File: src/rtl/xues_pkg.sv
// ============================================================================
// xues_pkg: shared types and constants of the entity unescape stream
// Item and state types, character codes and the byte classifiers.
// ============================================================================
package xues_pkg;

    typedef logic [7:0] t_byte;

    // Class of a raw input byte, as the front end tags it
    typedef enum logic [1:0] {
        K_TEXT,
        K_AMP,
        K_SEMI
    } t_kind;

    // One queued input transfer
    typedef struct packed {
        t_byte data;
        logic  last;
        t_kind kind;
    } t_item;

    // Back end sequencer
    typedef enum logic [2:0] {
        S_IDLE,
        S_RESCAN,
        S_FLUSH,
        S_RESOLVE,
        S_RAW
    } t_state;

    // Number parser phases (strtol style)
    typedef enum logic [2:0] {
        P_HASH,
        P_BASE,
        P_WS,
        P_LEAD,
        P_ZERO,
        P_ZEROX,
        P_DIGITS,
        P_DONE
    } t_phase;

    typedef struct packed {
        logic       ok;
        logic [3:0] val;
    } t_digit;

    localparam t_byte CH_AMP     = 8'h26;
    localparam t_byte CH_SEMI    = 8'h3B;
    localparam t_byte CH_HASH    = 8'h23;
    localparam t_byte CH_PLUS    = 8'h2B;
    localparam t_byte CH_MINUS   = 8'h2D;
    localparam t_byte CH_LOWER_X = 8'h78;
    localparam t_byte CH_UPPER_X = 8'h58;
    localparam t_byte CH_SPACE   = 8'h20;
    localparam t_byte CH_SUBST   = 8'h3F;

    // Positive codes below this limit come out as the byte itself
    localparam logic [7:0]  LOW_CODE_LIMIT = 8'h80;
    // Largest magnitude a conversion may reach (negative side only)
    localparam logic [63:0] MAG_LIMIT      = 64'h8000_0000_0000_0000;

    // Named entities: lt, gt, amp, quot, apos
    localparam int NAME_NUM = 5;
    localparam int NAME_MAX = 4;
    localparam t_byte NAME_CHR [NAME_NUM][NAME_MAX] = '{
        '{8'h6C, 8'h74, 8'h00, 8'h00},
        '{8'h67, 8'h74, 8'h00, 8'h00},
        '{8'h61, 8'h6D, 8'h70, 8'h00},
        '{8'h71, 8'h75, 8'h6F, 8'h74},
        '{8'h61, 8'h70, 8'h6F, 8'h73}
    };
    localparam logic [2:0] NAME_LEN [NAME_NUM] = '{3'd2, 3'd2, 3'd3, 3'd4, 3'd4};
    localparam t_byte NAME_OUT [NAME_NUM] = '{8'h3C, 8'h3E, 8'h26, 8'h22, 8'h27};

    function automatic t_kind classify(input t_byte b);
        t_kind k;
        case (b)
            CH_AMP:  k = K_AMP;
            CH_SEMI: k = K_SEMI;
            default: k = K_TEXT;
        endcase
        return k;
    endfunction

    function automatic logic is_space(input t_byte b);
        return (b inside {CH_SPACE, [8'h09:8'h0D]});
    endfunction

    function automatic logic is_sign(input t_byte b);
        return (b == CH_PLUS) || (b == CH_MINUS);
    endfunction

    function automatic logic is_x(input t_byte b);
        return (b == CH_LOWER_X) || (b == CH_UPPER_X);
    endfunction

    function automatic t_digit digit_of(input t_byte b, input logic hex);
        t_digit d;
        d.ok  = 1'b0;
        d.val = 4'd0;
        if (b inside {[8'h30:8'h39]}) begin
            d.ok  = 1'b1;
            d.val = 4'(b - 8'h30);
        end else if (hex && (b inside {[8'h61:8'h66]})) begin
            d.ok  = 1'b1;
            d.val = 4'(b - 8'h57);
        end else if (hex && (b inside {[8'h41:8'h46]})) begin
            d.ok  = 1'b1;
            d.val = 4'(b - 8'h37);
        end
        return d;
    endfunction

endpackage

File: src/rtl/xues_in_if.sv
// ============================================================================
// xues_in_if: escaped text channel
// Valid/ready channel carrying one raw text byte per transfer.
// ============================================================================
interface xues_in_if;
    logic       valid;
    logic       ready;
    logic [7:0] in_byte;
    logic       in_last;

    modport source (output valid, output in_byte, output in_last, input ready);
    modport sink   (input valid, input in_byte, input in_last, output ready);
endinterface

File: src/rtl/xues_out_if.sv
// ============================================================================
// xues_out_if: unescaped text channel
// Valid/ready channel carrying one decoded byte per transfer.
// ============================================================================
interface xues_out_if;
    logic       valid;
    logic       ready;
    logic [7:0] out_byte;
    logic       out_last;

    modport source (output valid, output out_byte, output out_last, input ready);
    modport sink   (input valid, input out_byte, input out_last, output ready);
endinterface

File: src/rtl/xues_front.sv
// ============================================================================
// xues_front: input classifier
// Tags each incoming byte as ampersand, semicolon or plain text.
// ============================================================================
module xues_front (
    xues_in_if.sink         i_text,
    output xues_pkg::t_item o_item,
    output logic            o_item_valid,
    input  logic            i_item_ready
);
    import xues_pkg::*;

    assign i_text.ready  = i_item_ready;
    assign o_item_valid  = i_text.valid;
    assign o_item.data   = i_text.in_byte;
    assign o_item.last   = i_text.in_last;
    assign o_item.kind   = classify(i_text.in_byte);

endmodule

File: src/rtl/xues_queue.sv
// ============================================================================
// xues_queue: item queue between front and back end
// Small circular buffer; full and empty come from an occupancy count.
// ============================================================================
module xues_queue #(
    parameter int DEPTH = 2
) (
    input  logic            i_clk,
    input  logic            i_rst_n,
    input  xues_pkg::t_item i_push_item,
    input  logic            i_push_valid,
    output logic            o_push_ready,
    output xues_pkg::t_item o_pop_item,
    output logic            o_pop_valid,
    input  logic            i_pop_ready
);
    import xues_pkg::*;

    localparam int PW = $clog2(DEPTH);
    localparam int CW = $clog2(DEPTH + 1);

    t_item          r_mem [DEPTH];
    logic [PW-1:0]  r_wp;
    logic [PW-1:0]  r_rp;
    logic [CW-1:0]  r_count;
    logic           push;
    logic           pop;

    assign o_push_ready = (r_count != CW'(DEPTH));
    assign o_pop_valid  = (r_count != '0);
    assign o_pop_item   = r_mem[r_rp];
    assign push         = i_push_valid && o_push_ready;
    assign pop          = o_pop_valid && i_pop_ready;

    always_ff @(posedge i_clk) begin
        if (!i_rst_n) begin
            r_wp    <= '0;
            r_rp    <= '0;
            r_count <= '0;
        end else begin
            if (push) begin
                r_wp <= (r_wp == PW'(DEPTH - 1)) ? '0 : r_wp + PW'(1);
            end
            if (pop) begin
                r_rp <= (r_rp == PW'(DEPTH - 1)) ? '0 : r_rp + PW'(1);
            end
            if (push && !pop) begin
                r_count <= r_count + CW'(1);
            end else if (pop && !push) begin
                r_count <= r_count - CW'(1);
            end
        end
    end

    always_ff @(posedge i_clk) begin
        if (push) begin
            r_mem[r_wp] <= i_push_item;
        end
    end

endmodule

File: src/rtl/xues_back.sv
// ============================================================================
// xues_back: entity engine
// Holds pending entities, resolves them one byte per cycle and drives the
// output register.
// ============================================================================
module xues_back #(
    parameter int MAX_ENTITY_SPAN = 10
) (
    input  logic            i_clk,
    input  logic            i_rst_n,
    input  xues_pkg::t_item i_item,
    input  logic            i_item_valid,
    output logic            o_item_ready,
    xues_out_if.source      o_text
);
    import xues_pkg::*;

    localparam int IW = $clog2(MAX_ENTITY_SPAN);
    localparam int CW = $clog2(MAX_ENTITY_SPAN + 1);
    localparam logic [CW-1:0] SPAN = CW'(MAX_ENTITY_SPAN);

    // Sequencer and hold buffer
    t_state         r_state, n_state;
    logic [CW-1:0]  r_cnt, n_cnt;
    logic [CW-1:0]  r_idx, n_idx;
    t_byte          r_pend, n_pend;
    logic           r_last, n_last;
    t_byte          r_held [MAX_ENTITY_SPAN];

    // Parser and name match
    t_phase                r_phase, n_phase;
    logic                  r_hex, n_hex;
    logic                  r_neg, n_neg;
    logic                  r_any, n_any;
    logic                  r_ovf, n_ovf;
    logic [63:0]           r_mag, n_mag;
    logic [NAME_NUM-1:0]   r_name_ok, n_name_ok;

    // Output register
    logic  r_out_valid;
    t_byte r_out_byte;
    logic  r_out_last;

    logic          out_free;
    logic          advance;
    logic          emit;
    t_byte         e_byte;
    logic          e_last;
    logic          w_en;
    logic [IW-1:0] w_idx;
    t_byte         w_data;
    t_byte         rd_byte;
    t_byte         sel_byte;
    logic          at_pend;

    // Per-byte parser step
    t_phase              ph;
    logic                hx;
    logic                skip;
    t_digit              dig;
    logic [67:0]         grow;
    logic                big;
    t_phase              p_phase;
    logic                p_hex, p_neg, p_any, p_ovf;
    logic [63:0]         p_mag;
    logic [NAME_NUM-1:0] p_name_ok;
    logic [CW-1:0]       pos;

    // Resolution result
    logic  name_hit;
    t_byte name_char;
    logic  num_ok;
    t_byte code_char;

    assign out_free = !r_out_valid || o_text.ready;
    assign rd_byte  = r_held[r_idx[IW-1:0]];
    assign at_pend  = (r_idx == SPAN);
    assign sel_byte = at_pend ? r_pend : rd_byte;

    assign o_text.valid    = r_out_valid;
    assign o_text.out_byte = r_out_byte;
    assign o_text.out_last = r_out_last;

    // strtol-style step on the held byte at r_idx
    always_comb begin
        ph      = r_phase;
        hx      = r_hex;
        skip    = 1'b0;
        p_phase = r_phase;
        p_neg   = r_neg;
        p_any   = r_any;
        p_ovf   = r_ovf;
        p_mag   = r_mag;
        if (ph == P_HASH) begin
            p_phase = (rd_byte == CH_HASH) ? P_BASE : P_DONE;
            skip    = 1'b1;
        end else if (ph == P_BASE) begin
            if (is_x(rd_byte)) begin
                hx      = 1'b1;
                p_phase = P_WS;
                skip    = 1'b1;
            end else begin
                hx = 1'b0;
                ph = P_WS;
            end
        end
        if (!skip && ph == P_WS && !is_space(rd_byte) && !is_sign(rd_byte)) begin
            ph = P_LEAD;
        end
        dig  = digit_of(rd_byte, hx);
        grow = (hx ? {r_mag, 4'b0000}
                   : (({4'b0000, r_mag} << 3) + ({4'b0000, r_mag} << 1)))
               + 68'(dig.val);
        big  = (grow > {4'b0000, MAG_LIMIT});
        if (!skip) begin
            case (ph)
                P_WS: begin
                    if (is_sign(rd_byte)) begin
                        p_neg   = (rd_byte == CH_MINUS);
                        p_phase = P_LEAD;
                    end else begin
                        p_phase = P_WS;
                    end
                end
                P_LEAD, P_ZERO, P_ZEROX, P_DIGITS: begin
                    if (ph == P_ZERO && is_x(rd_byte)) begin
                        p_phase = P_ZEROX;
                    end else if (dig.ok) begin
                        p_any = 1'b1;
                        if (!r_ovf) begin
                            if (big) begin
                                p_ovf = 1'b1;
                            end else begin
                                p_mag = grow[63:0];
                            end
                        end
                        // a lone leading zero in hex may still open a 0x prefix
                        p_phase = (ph == P_LEAD && hx && dig.val == 4'd0) ? P_ZERO : P_DIGITS;
                    end else begin
                        p_phase = P_DONE;
                    end
                end
                default: begin
                    p_phase = r_phase;
                end
            endcase
        end
        p_hex = hx;
    end

    // Name match, one position per cycle
    always_comb begin
        pos = r_idx - CW'(1);
        for (int i = 0; i < NAME_NUM; i++) begin
            p_name_ok[i] = r_name_ok[i] && (pos < CW'(NAME_LEN[i]))
                           && (rd_byte == NAME_CHR[i][pos[1:0]]);
        end
    end

    always_comb begin
        name_hit  = 1'b0;
        name_char = CH_SUBST;
        for (int i = 0; i < NAME_NUM; i++) begin
            if (r_name_ok[i] && (r_cnt == CW'(NAME_LEN[i]) + CW'(1))) begin
                name_hit  = 1'b1;
                name_char = NAME_OUT[i];
            end
        end
        num_ok    = r_any && !r_ovf && !(!r_neg && r_mag == MAG_LIMIT);
        code_char = (!r_neg && r_mag != 64'd0 && r_mag < 64'(LOW_CODE_LIMIT))
                    ? t_byte'(r_mag[7:0]) : CH_SUBST;
    end

    // Sequencer: next state and outputs
    always_comb begin
        n_state   = r_state;
        n_cnt     = r_cnt;
        n_idx     = r_idx;
        n_pend    = r_pend;
        n_last    = r_last;
        n_phase   = r_phase;
        n_hex     = r_hex;
        n_neg     = r_neg;
        n_any     = r_any;
        n_ovf     = r_ovf;
        n_mag     = r_mag;
        n_name_ok = r_name_ok;
        emit      = 1'b0;
        e_byte    = CH_SUBST;
        e_last    = 1'b0;
        w_en      = 1'b0;
        w_idx     = '0;
        w_data    = i_item.data;
        case (r_state)
            S_IDLE: begin
                if (i_item_valid && out_free) begin
                    if (r_cnt == '0) begin
                        if (i_item.kind == K_AMP && !i_item.last) begin
                            w_en  = 1'b1;
                            n_cnt = CW'(1);
                        end else begin
                            emit   = 1'b1;
                            e_byte = i_item.data;
                            e_last = i_item.last;
                        end
                    end else if (i_item.kind == K_SEMI) begin
                        n_last    = i_item.last;
                        n_idx     = CW'(1);
                        n_phase   = P_HASH;
                        n_hex     = 1'b0;
                        n_neg     = 1'b0;
                        n_any     = 1'b0;
                        n_ovf     = 1'b0;
                        n_mag     = '0;
                        n_name_ok = '1;
                        n_state   = S_RESOLVE;
                    end else if (r_cnt < SPAN) begin
                        w_en  = 1'b1;
                        w_idx = r_cnt[IW-1:0];
                        n_cnt = r_cnt + CW'(1);
                        if (i_item.last) begin
                            n_idx   = '0;
                            n_state = S_FLUSH;
                        end
                    end else begin
                        // window ran out: give up the '&' and rescan the rest
                        emit    = 1'b1;
                        e_byte  = CH_AMP;
                        n_pend  = i_item.data;
                        n_last  = i_item.last;
                        n_cnt   = '0;
                        n_idx   = CW'(1);
                        n_state = S_RESCAN;
                    end
                end
            end
            S_RESCAN: begin
                w_data = sel_byte;
                if (r_cnt != '0) begin
                    w_en  = 1'b1;
                    w_idx = r_cnt[IW-1:0];
                    n_cnt = r_cnt + CW'(1);
                end else if (classify(sel_byte) == K_AMP) begin
                    w_en  = 1'b1;
                    n_cnt = CW'(1);
                end else begin
                    emit   = 1'b1;
                    e_byte = sel_byte;
                    e_last = r_last && at_pend;
                end
                if (at_pend) begin
                    n_idx   = '0;
                    n_state = (r_last && n_cnt != '0) ? S_FLUSH : S_IDLE;
                end else begin
                    n_idx = r_idx + CW'(1);
                end
            end
            S_FLUSH: begin
                emit   = 1'b1;
                e_byte = rd_byte;
                e_last = (r_idx == r_cnt - CW'(1));
                if (e_last) begin
                    n_cnt   = '0;
                    n_state = S_IDLE;
                end else begin
                    n_idx = r_idx + CW'(1);
                end
            end
            S_RESOLVE: begin
                if (r_idx == r_cnt) begin
                    if (name_hit || num_ok) begin
                        emit    = 1'b1;
                        e_byte  = name_hit ? name_char : code_char;
                        e_last  = r_last;
                        n_cnt   = '0;
                        n_state = S_IDLE;
                    end else begin
                        n_idx   = '0;
                        n_state = S_RAW;
                    end
                end else begin
                    n_phase   = p_phase;
                    n_hex     = p_hex;
                    n_neg     = p_neg;
                    n_any     = p_any;
                    n_ovf     = p_ovf;
                    n_mag     = p_mag;
                    n_name_ok = p_name_ok;
                    n_idx     = r_idx + CW'(1);
                end
            end
            S_RAW: begin
                emit = 1'b1;
                if (r_idx == r_cnt) begin
                    e_byte  = CH_SEMI;
                    e_last  = r_last;
                    n_cnt   = '0;
                    n_state = S_IDLE;
                end else begin
                    e_byte = rd_byte;
                    n_idx  = r_idx + CW'(1);
                end
            end
            default: begin
                n_state = S_IDLE;
            end
        endcase
    end

    assign advance      = !emit || out_free;
    assign o_item_ready = (r_state == S_IDLE) && out_free;

    always_ff @(posedge i_clk) begin
        if (!i_rst_n) begin
            r_state     <= S_IDLE;
            r_cnt       <= '0;
            r_idx       <= '0;
            r_out_valid <= 1'b0;
        end else begin
            if (advance) begin
                r_state <= n_state;
                r_cnt   <= n_cnt;
                r_idx   <= n_idx;
            end
            if (advance && emit) begin
                r_out_valid <= 1'b1;
            end else if (o_text.ready) begin
                r_out_valid <= 1'b0;
            end
        end
    end

    always_ff @(posedge i_clk) begin
        if (advance) begin
            r_pend    <= n_pend;
            r_last    <= n_last;
            r_phase   <= n_phase;
            r_hex     <= n_hex;
            r_neg     <= n_neg;
            r_any     <= n_any;
            r_ovf     <= n_ovf;
            r_mag     <= n_mag;
            r_name_ok <= n_name_ok;
        end
        if (advance && emit) begin
            r_out_byte <= e_byte;
            r_out_last <= e_last;
        end
        if (advance && w_en) begin
            r_held[w_idx] <= w_data;
        end
    end

endmodule

File: src/rtl/xml_entity_unescape_stream.sv
// ============================================================================
// xml_entity_unescape_stream: streaming XML character entity decoder
// Front classifier, item queue and entity engine.
// ============================================================================
// Usage
//   i_text carries escaped text, one byte per transfer, in_last on the final
//   byte of a text. o_text carries the decoded bytes, out_last on the final
//   decoded byte of that text. Plain bytes flow at one per cycle while the
//   receiver does not stall; each passes through the queue and then the
//   output register.
//   A '&' and up to MAX_ENTITY_SPAN-1 bytes after it are held inside the
//   engine with no output, one per cycle while the output register is free.
//   On ';' the engine walks the held bytes, one per cycle, then emits one
//   decoded byte, or else the raw copy at one byte per cycle while the
//   receiver takes it (len+2 bytes, len = bytes between '&' and ';').
//   A window that fills without ';' gives up the '&' and rescans the rest;
//   end of text with a pending entity flushes the held bytes out raw.
//   While the engine is busy the two-entry queue keeps taking input, so
//   i_text.ready only drops once the queue is full.
//   A receiver stall holds the output register; the engine waits on its next
//   emitted byte and the queue then fills behind it.
//   Reset (synchronous, active low) empties the queue and the output
//   register and drops any pending entity.
// ============================================================================
module xml_entity_unescape_stream #(
    parameter int MAX_ENTITY_SPAN = 10
) (
    input  logic       i_clk,
    input  logic       i_rst_n,
    xues_in_if.sink    i_text,
    xues_out_if.source o_text
);
    import xues_pkg::*;

    localparam int QUEUE_DEPTH = 2;

    // front -> queue
    t_item push_item;
    logic  push_valid;
    logic  push_ready;
    // queue -> engine
    t_item pop_item;
    logic  pop_valid;
    logic  pop_ready;

    // Classify each byte as it transfers in
    xues_front u_front (
        .i_text       (i_text),
        .o_item       (push_item),
        .o_item_valid (push_valid),
        .i_item_ready (push_ready)
    );

    // Decouples input from the multi-cycle entity work
    xues_queue #(
        .DEPTH (QUEUE_DEPTH)
    ) u_queue (
        .i_clk        (i_clk),
        .i_rst_n      (i_rst_n),
        .i_push_item  (push_item),
        .i_push_valid (push_valid),
        .o_push_ready (push_ready),
        .o_pop_item   (pop_item),
        .o_pop_valid  (pop_valid),
        .i_pop_ready  (pop_ready)
    );

    // Hold, resolve and emit; drives the registered output
    xues_back #(
        .MAX_ENTITY_SPAN (MAX_ENTITY_SPAN)
    ) u_back (
        .i_clk        (i_clk),
        .i_rst_n      (i_rst_n),
        .i_item       (pop_item),
        .i_item_valid (pop_valid),
        .o_item_ready (pop_ready),
        .o_text       (o_text)
    );

endmodule

File: src/flat_wrapper.sv
// flat-port wrapper written by rule: the top's interface ports become plain ports
module xml_entity_unescape_stream_flat import xues_pkg::*;
#(
    parameter int MAX_ENTITY_SPAN = 10
)
  (i_clk, i_rst_n, i_text_valid, i_text_in_byte, i_text_in_last, i_text_ready, o_text_valid, o_text_out_byte, o_text_out_last, o_text_ready);
  xues_in_if i_text_i ();
  xues_out_if o_text_i ();
  input  logic i_clk;
  input  logic i_rst_n;
  input wire logic [$bits(i_text_i.valid)-1:0] i_text_valid;
  input wire logic [$bits(i_text_i.in_byte)-1:0] i_text_in_byte;
  input wire logic [$bits(i_text_i.in_last)-1:0] i_text_in_last;
  output wire logic [$bits(i_text_i.ready)-1:0] i_text_ready;
  output wire logic [$bits(o_text_i.valid)-1:0] o_text_valid;
  output wire logic [$bits(o_text_i.out_byte)-1:0] o_text_out_byte;
  output wire logic [$bits(o_text_i.out_last)-1:0] o_text_out_last;
  input wire logic [$bits(o_text_i.ready)-1:0] o_text_ready;
  assign i_text_i.valid = i_text_valid;
  assign i_text_i.in_byte = i_text_in_byte;
  assign i_text_i.in_last = i_text_in_last;
  assign i_text_ready = i_text_i.ready;
  assign o_text_valid = o_text_i.valid;
  assign o_text_out_byte = o_text_i.out_byte;
  assign o_text_out_last = o_text_i.out_last;
  assign o_text_i.ready = o_text_ready;
  xml_entity_unescape_stream #(.MAX_ENTITY_SPAN(MAX_ENTITY_SPAN)) u_core (.i_clk(i_clk), .i_rst_n(i_rst_n), .i_text(i_text_i), .o_text(o_text_i));
endmodule
File: config.mk
export PLATFORM = sky130hd
export DESIGN_NAME = xml_entity_unescape_stream_flat
export DESIGN_NICKNAME = d
export VERILOG_FILES = /design/src/rtl/xues_pkg.sv /design/src/rtl/xues_in_if.sv /design/src/rtl/xues_out_if.sv /design/src/rtl/xues_front.sv /design/src/rtl/xues_queue.sv /design/src/rtl/xues_back.sv /design/src/rtl/xml_entity_unescape_stream.sv /design/src/flat_wrapper.sv
export SDC_FILE = /design/constraint.sdc
export NUM_CORES = 1
export LEC_CHECK = 0
export BUFFER_PORTS_ARGS = -buffer_cell sky130_fd_sc_hd__buf_2
export CAP_MARGIN = 10
export CORE_ASPECT_RATIO = 1.5
export CORE_MARGIN = 4
export CORE_UTILIZATION = 49
export CTS_CLUSTER_DIAMETER = 40
export DETAILED_ROUTE_END_ITERATION = 10
export SYNTH_ARGS = -nofsm -noshare
export SYNTH_HDL_FRONTEND = slang
export SYNTH_HIERARCHICAL = 1
export SYNTH_SLANG_ARGS = --single-unit
File: constraint.sdc
create_clock -name i_clk -period 11.1 [get_ports i_clk]
set_input_delay 1.665 -clock i_clk [delete_from_list [all_inputs] [get_ports i_clk]]
set_output_delay 1.665 -clock i_clk [all_outputs]
set_load 0.02 [all_outputs]
==> metrics <==
summed instance area of the synthesized netlist 18,760 um2; number of optimization iterations in the first detailed-route pass 6; element type at the critical path start flop; multi-input combinational cell area 11,720 um2; Yosys reg bits roughly 220; average wire per standard cell approximately 23 um; DRC viols 0; DIE HEIGHT approximately 250 um; Final Critical Period approximately 8.9 ns; number of global-route vias before repair 16,590; Total Die Area between 40,000 and 50,000 um2; critical path endpoint category flop; total count of max-transition violations in the final report 0; average size of a mapped cell ~8.8 um2; status completed; Final Wtd Congestion roughly 0.95; ys flop type sky130_fd_sc_hd__edfxtp_1; power density over cell area roughly 220 nW/um2; row count 87; post-placement worst setup slack around 2.2 ns; number of synthesis warnings 6; clock tree from TritonCTS built; count of antenna-violating nets left after detailed routing 0; fill count 3,579; signed area change from the synthesized netlist to the final layout 6.423%; insertion delay of the later-clocked pin in the worst-skew pair ~0.54 ns; most common cell after layout, fill and taps aside sky130_fd_sc_hd__nor2_1; GR Util All Layers between 20% and 30%; delay of the slowest cell on the worst path slightly below 1 ns; buffer and inverter count on the worst path 2; final total power between 4 and 5 mW; Core Box Area roughly 38,000 um2; root cell of the clock tree sky130_fd_sc_hd__clkbuf_16; dominant cells by area after synthesis sky130_fd_sc_hd__edfxtp_1 (31%), sky130_fd_sc_hd__ha_1 (5.4%), sky130_fd_sc_hd__nor2_1 (4.4%); pin count of the biggest net entering global routing 83; master of the slowest instance on the critical path sky130_fd_sc_hd__dfxtp_2; DRT iter0 DRCs between 1,000 and 1,500; data arrival time of the worst path a little over 9 ns; number of buffers on the longest clock path 3; number of max-cap violations 0; setup violation total in the final timing report 0; critical path fanouts, max between 60 and 70; detail-routed via count per cell 6.485; net count after synthesis 2,220; WL final approximately 60,000 um; Required @ worst endpoint between 10 and 15 ns; number of port buffers 23; final critical-path share of the clock period between 80% and 90%; number of distinct library cells after synthesis about 110; setup repair bufs after CTS 0; worst max-slew margin expressed relative to the limit a little under a third; global-route wire length before repair roughly 93,000 um; fraction of registers with async set or reset after synthesis 0%; share of layout cells above drive strength 1 between 10% and 20%; area of all sequential standard cells about 6300 um2; sequential-to-total area share from yosys stat 33.62%; starting density of the core about half; die span in x roughly 170 um; worst hold path class flop to flop; worst-case setup margin in the final layout approximately 2.2 ns; category of the most critical setup path flop to flop; antenna violations before repair 0; largest vdd supply drop between 0.15 and 0.2 mV; antenna diode count 0; IO Pins 24; count of final hold-check violations 0; Post-DP HPWL 47,010 um; via count approximately 17,000; post-CTS resize count 0; Max Clock Skew 0.01510 ns; # nets final ~2,200; largest area contributor in the synthesized netlist sky130_fd_sc_hd__edfxtp_1; cells traversed along the worst timing path mux4_2 -> mux2i_1 -> mux2i_1 -> inv_1 -> ha_1 -> inv_1 -> and4bb_2 -> a31oi_4 -> a211oi_1 -> a21oi_1 -> a21oi_1 -> ha_1 -> a21o_1 -> a21o_1 -> o211a_4 -> o21ai_1 -> or4_1 -> xor2_1 -> nand4b_1 -> nor4_1 -> nand4_1 -> or4_1 -> nor4_2 -> o211a_4; final design utilization between 50 and 60%; maximum level of the CTS H-tree 1; number of buffers inserted for hold repair after clock tree synthesis 0; Num CTS Buffers 25; worst slew pin tran 1.032 ns; CTS sink cnt about 220; Setup Total Neg Slack 0 ns; static leakage about 7.0 nW; leading cell types in the layout, fill and taps excluded sky130_fd_sc_hd__nor2_1 (219), sky130_fd_sc_hd__nand2_1 (197), sky130_fd_sc_hd__edfxtp_1 (196); Yosys top cell area share between 30% and 40%; sum of overflow across all layers after global routing 0; gate count of the mapped netlist roughly 2,100; largest delay contributor family on the critical path compound AO/OA/AOI/OAI gates; unrepaired setup endpoints after global routing no; count of flip-flops with a built-in enable after synthesis roughly 200; clock slew seen by the registers of the worst setup and hold paths 0.07 ns; upper clock frequency limit ~110 MHz
[kinds of logic after synthesis]
kind of cell	count (synthesis)	share of synthesized area, %
AO/OA/AOI/OAI	563	20.45
XOR/XNOR	121	5.650
adder cells (fa/ha/maj)	83	5.616
buffers and inverters	157	4.089
flip-flops	217	33.62
multiplexers	96	5.796
AND/OR/NAND/NOR	887	24.78
[cell usage after synthesis, types with 23 or more instances]
library cell                 n
sky130_fd_sc_hd__nor3_1     80
sky130_fd_sc_hd__o211ai_1   28
sky130_fd_sc_hd__nor4_1     37
sky130_fd_sc_hd__o21ai_0   100
sky130_fd_sc_hd__xor2_1     50
sky130_fd_sc_hd__ha_1       81
sky130_fd_sc_hd__clkbuf_1   71
sky130_fd_sc_hd__mux2_2     35
sky130_fd_sc_hd__nand2_1   197
sky130_fd_sc_hd__and2_1     35
sky130_fd_sc_hd__a21oi_1   150
sky130_fd_sc_hd__inv_1      45
sky130_fd_sc_hd__xnor2_1    71
sky130_fd_sc_hd__nand3_1    63
sky130_fd_sc_hd__mux2i_1    53
sky130_fd_sc_hd__nand4_1    58
sky130_fd_sc_hd__nor2_1    219
sky130_fd_sc_hd__a211oi_1   23
sky130_fd_sc_hd__edfxtp_1  196
sky130_fd_sc_hd__a21o_1     28
sky130_fd_sc_hd__and3_1     25
[stage by stage]
stage | hold WS (ns) | instances | area (um2)
after floorplan | 0.5124 | 2124 | 18760
after detailed placement | 0.5495 | 2548 | 19100
after global routing | 0.5865 | 2594 | 19960
final | 0.5614 | 2594 | 19960
after global placement | 0.5294 | 2548 | 19100
after CTS | 0.5612 | 2594 | 19960
[registers in the layout, summed over array words and instances, names as in the netlist, 4 cells and up, named ones only]
signal / cells
u_core/u_back/r_mag: 64
u_core/u_back/r_cnt: 4
u_core/u_back/r_name_ok: 5
u_core/u_back/r_idx: 4
u_core/u_back/o_text.out_byte: 8
u_core/u_back/r_pend: 8
u_core/u_queue/r_mem: 22
u_core/u_back/r_held: 80
[per-layer routing]
metal / vias up / global-route usage [%] / share of wire [%]
met2: 526 / 52.26 / 52
li1: 8010 / - / -
met4: 0 / 15.45 / 6.1
met5: - / 0 / 0
met3: 167 / 2.167 / 3.9
met1: 8120 / 30.65 / 38
[worst paths after layout]
kind	slack (ns)	cells past startpoint	start	end
min	0.56	2	u_core/u_queue/r_count[1]$_SDFFE_PN0P_	u_core/u_queue/r_count[1]$_SDFFE_PN0P_
min reg2reg	0.56	2	u_core/u_queue/r_count[1]$_SDFFE_PN0P_	u_core/u_queue/r_count[1]$_SDFFE_PN0P_
max reg2reg	2.17	24	flop	u_core/u_back/r_mag[14]$_SDFFCE_PN0P_
max	2.17	24	flop	u_core/u_back/r_mag[14]$_SDFFCE_PN0P_
[where the power goes]
part | switching, mW | leakage, nW | internal, mW
clock network | 0.370 | 0.411 | 0.479
logic | 1.53 | 4.63 | 0.821
registers | 0.143 | 1.95 | 1.06
[area by class of cell]
| cell class | instances | area share [%] |
|---|---|---|
| Timing Repair Buffer | 47 | 1.479 |
| Inverter | 45 | 0.8461 |
| Clock buffer | 26 | 3.153 |
| Multi-Input combinational cell | 1750 | 58.68 |
| Sequential cell | 217 | 31.60 |
| Tap cell | 489 | 3.065 |
| Clock inverter | 20 | 1.178 |
[tightest hold or removal path, stage by stage, from the launching register on]
cell	delay (ns)
sky130_fd_sc_hd__dfxtp_1	0.36
sky130_fd_sc_hd__o21ai_0	0.09
sky130_fd_sc_hd__a21boi_1	0.06
Power figures use the tool's default switching activity.
